==> config.mk <==
export PLATFORM = sky130hd
export DESIGN_NAME = pmc_ram
export DESIGN_NICKNAME = d
export VERILOG_FILES = /design/src/rtl/pmc_ram.sv
export SDC_FILE = /design/constraint.sdc
export NUM_CORES = 1
export LEC_CHECK = 0
export BUFFER_PORTS_ARGS = -buffer_cell sky130_fd_sc_hd__buf_2
export CAP_MARGIN = 20
export CORE_MARGIN = 5
export CORE_UTILIZATION = 60
export CTS_CLUSTER_DIAMETER = 120
export DETAILED_ROUTE_END_ITERATION = 12
export PLACE_DENSITY_LB_ADDON = 0.15
export SETUP_SLACK_MARGIN = 0.4
export SLEW_MARGIN = 25
export SYNTH_ARGS = -nofsm -noshare
export SYNTH_HDL_FRONTEND = slang
export SYNTH_SLANG_ARGS = --single-unit
==> constraint.sdc <==
create_clock -name aclk -period 2.6 [get_ports aclk]
set_clock_uncertainty 0.15 [all_clocks]
set_input_delay 0.52 -clock aclk [delete_from_list [all_inputs] [get_ports aclk]]
set_output_delay 0.52 -clock aclk [all_outputs]
set_load 0.05 [all_outputs]
==> src/rtl/pmc_ram.sv <==
`timescale 1ns / 1ps
// Generic single-write, single-read RAM with a registered read port.
// No dependencies.
module pmc_ram #(
    parameter int WIDTH = 8,
    parameter int DEPTH = 16
) (
    input  logic                     aclk,
    input  logic                     wr_en,
    input  logic [$clog2(DEPTH)-1:0] wr_addr,
    input  logic [WIDTH-1:0]         wr_data,
    input  logic [$clog2(DEPTH)-1:0] rd_addr,
    output logic [WIDTH-1:0]         rd_data
);

    logic [WIDTH-1:0] mem [DEPTH];

    always_ff @(posedge aclk) begin
        if (wr_en) begin
            mem[wr_addr] <= wr_data;
        end
        rd_data <= mem[rd_addr];
    end

endmodule
Word-level counts from Yosys, hierarchy flattened
Memory sizes are Yosys's and may differ from the RTL's. A register that Yosys moved wholly into a read port is not among the register bits.
Cells that the tools add are included.
- register bits after elaboration: 0
- RAM bits: 128
- input port bits: 18
- output and inout port bits: 8
- word-level logic and storage cells: 3
- memories kept: 1
- memory list (name ; words ; bits a word ; rd ports ; clocked after Yosys merged registers in ; write ports ; RTL line ; source):
    mem ; 16 ; 8 ; 1 ; 1 ; 1 ; 16 ; logic [WIDTH-1:0] mem [DEPTH];
- mux-type cells: 2
- operators with widths (cell ; count):
    $mux W1 ; 2

Longest topological paths before layout
- word-level depth: 2
- mapped depth: 5

Worst setup path before layout
OpenSTA, ideal clock, no wires.
- path kind: input -> register
- start point: in wr_addr[2]
- end point: mem mem[0][0] (enable)
- arrival: 1.630 ns
- path slack: 0.437 ns
- stages: 2
- buffers on the path: 0
- cells stage by stage: or3b_2 nor3_1
- RTL lines (element ; RTL line ; source):
    start, declared ; 10 ; input logic [$clog2(DEPTH)-1:0] wr_addr,
    end, declared ; 16 ;
Straight into the memory's write port.

Worst setup path after layout
- start point: reg rd_data[7], read port of mem
- end point: out rd_data[7]
- RTL lines (element ; RTL line ; source):
    start, declared ; 13 ; output logic [WIDTH-1:0] rd_data
No word-level cell between the ends.

==> qor.txt <==
status -> completed
CP Launch Type -> flop
min cycle time layout -> 1.85 ns
Cell variety after synth -> 19
GRT Residual Overflow -> 0
Final Slew Violations -> 0
CTS Buffer Depth -> 2
cell count after synthesis -> 229
Post-synth top cells -> edfxtp_1, mux4_2, a22oi_1
full die area -> 0.0105 sq mm
worst hold path class -> primary input to flop
Crit Path Category -> flop to primary output
period utilization -> 71.0%
final net count -> 302
die height -> 103 um
initial antenna violation count -> 0
CP max FO -> 1
H-tree levels -> 4
Slew @ Worst Pin -> 0.708 ns
Hold Vio Cnt, Final -> 0
asr flop ratio synth -> 0%
DR iter-0 viols -> 129
layout cells sized above 1 -> 32.3%
total track usage -> 19.9%
Min-Delay Startpoint -> wr_data[4]
relative max-transition margin -> 52.6%
WP data required -> 1.93 ns
CP delay by family, top -> flip-flops
Synth Cell Area -> 0.00515 sq mm
Diodes inserted -> 0
Syn Area/Cell -> 22.5 sq um
Worst-Skew Late Latency -> 0.51 ns
CP Launch Point -> rd_data[7]
crit path capture type -> primary output
#FFs+latches synth -> 136
Synth area leaders -> edfxtp_1, mux4_2, mux4_1
worst-path cell chain -> buf_2
CTS tree -> yes
Synth top area share -> 74.7%
total CTS buffers -> 17
RSZ-0062 raised after global routing -> no
Pre-antenna DRT Iters -> 4
setup TNS -> 0 ns
f_max -> 0.542 GHz
Post-CTS Hold Fix Bufs -> 0
Fillers -> 466
largest area contributor in the netlist -> edfxtp_1
wire per inst -> 23.4 um
Area Growth Syn to Fin -> 18.1%
Top Ports -> 26
final setup fails -> 0
pin count of the biggest net entering global routing -> 33
Yosys warnings -> 0
CTS sink count -> 136
DRC viols -> 0
Synthesized Nets -> 247
starting density of the core -> 62.0%
Critical Path Max Stage Delay -> 0.38 ns
max cap viols -> 0
Die W -> 103 um
CP max stage cell -> dfxtp_1
GP Congestion -> 0.758
final core occ -> 73.3%
core footprint -> 0.00830 sq mm
post-CTS setup buffer count -> 0
Vias -> 2,424
critical path arrival -> 1.18 ns
worst flop-to-flop path startpoint -> mem[3][5]
worst vdd ir -> 0.000530 V
first-pass GRT wire length -> 14,300 um
pwr dens -> 836 mW/mm^2
Routed WL -> 9400 um
PortBufs -> 25
Post-DRT Antenna Nets -> 0
FP Rows -> 33
drt via density -> 6.03
Post-CTS Resized -> 0
Static Leak -> 2.09 nW
Final HPWL DP -> 5890 um
Primary FF master, synth -> edfxtp_1
vias in the first global route -> 2,520
cell with the most instances after synthesis -> edfxtp_1
Post-synth EDFFs -> 128
Critical path buffers and inverters -> 1
Reg clk slew, reported paths -> 0.06 ns
CTS root buffer -> clkbuf_8
register area share after synthesis -> 77.8%
-- area by class of cell --
type                            count  area [sq um]  area share (%)
Sequential cell                   136          4000            65.9
Multi-Input combinational cell     83          1060            17.4
Clock buffer                       18           418            6.87
Timing Repair Buffer               46           295            4.86
Clock inverter                     14           174            2.86
Tap cell                          105           131            2.16
-- worst paths after layout --
kind	to	slack, ns	depth (start not counted)
max	rd_data[7]	0.75	1
min	mem[7][4]	0.24	1
max reg2reg	rd_data[5]	1.06	3
min reg2reg	rd_data[4]	0.52	3
-- power by group --
part | internal, mW | total (mW) | switching [mW]
sequential | 2.45 | 2.47 | 0.0145
clock | 1.46 | 2.34 | 0.877
combinational | 0.0981 | 0.272 | 0.174
total | 4.01 | 5.08 | 1.07
-- sequential cells by signal, summed over array words and instances, names as in the netlist --
| signal | cells |
|---|---|
| rd_data | 8 |
| mem | 128 |
-- cells by family (layout without fill, tap and decap cells) --
kind of cell           after synthesis  in the layout  share of synthesized area [%]
DFF                                136            136                           77.8
and+or+nand+nor                     35             35                           3.18
muxes                               32             32                           15.0
AOI/OAI and AO/OA                   16             16                           2.33
buffers and inverters               10             78                           1.68
-- metrics by stage --
stage | instances | total power [mW] | area [sq um] | setup slack [ns] | hold slack, ns
6_report | 402 | 5.08 | 6080 | 0.754 | 0.238
5_1_grt | 402 | 5.23 | 6080 | 0.730 | 0.227
4_1_cts | 402 | 5.12 | 6080 | 0.719 | 0.211
3_5_place_dp | 370 | 2.78 | 5490 | 0.397 | 0.511
3_3_place_gp | 370 | 2.78 | 5490 | 0.432 | 0.494
2_1_floorplan | 229 | 2.68 | 5150 | 0.437 | 0.469
-- worst reg2reg max path: cells and delay by family, from the launching register on --
family | cells | cell delay, ns
multiplexers | 1 | 0.52
AND/OR/NAND/NOR | 1 | 0.08
flip-flops | 1 | 0.38
AO/OA/AOI/OAI | 1 | 0.29
-- cells in the final DEF (no fill, tap or decap), types with 3 or more instances in the layout --
cell,count
nand2_1,9
a22oi_1,16
buf_2,25
clkinv_4,3
edfxtp_1,128
clkbuf_16,16
nor2_1,13
buf_4,20
nor3_1,4
clkinvlp_4,4
bufinv_16,3
dfxtp_1,8
mux4_1,14
mux4_2,18
-- routing by layer --
metal | wire (um) | up-vias | global-route usage [%]
met3 | 668 | 5 | 6.09
li1 | - | 1086 | -
met1 | 4080 | 1241 | 28.4
met4 | 63 | 0 | 5.75
met2 | 4590 | 92 | 30.3
met5 | 0 | - | 0
Note: power is estimated with default switching activity, not from simulation.
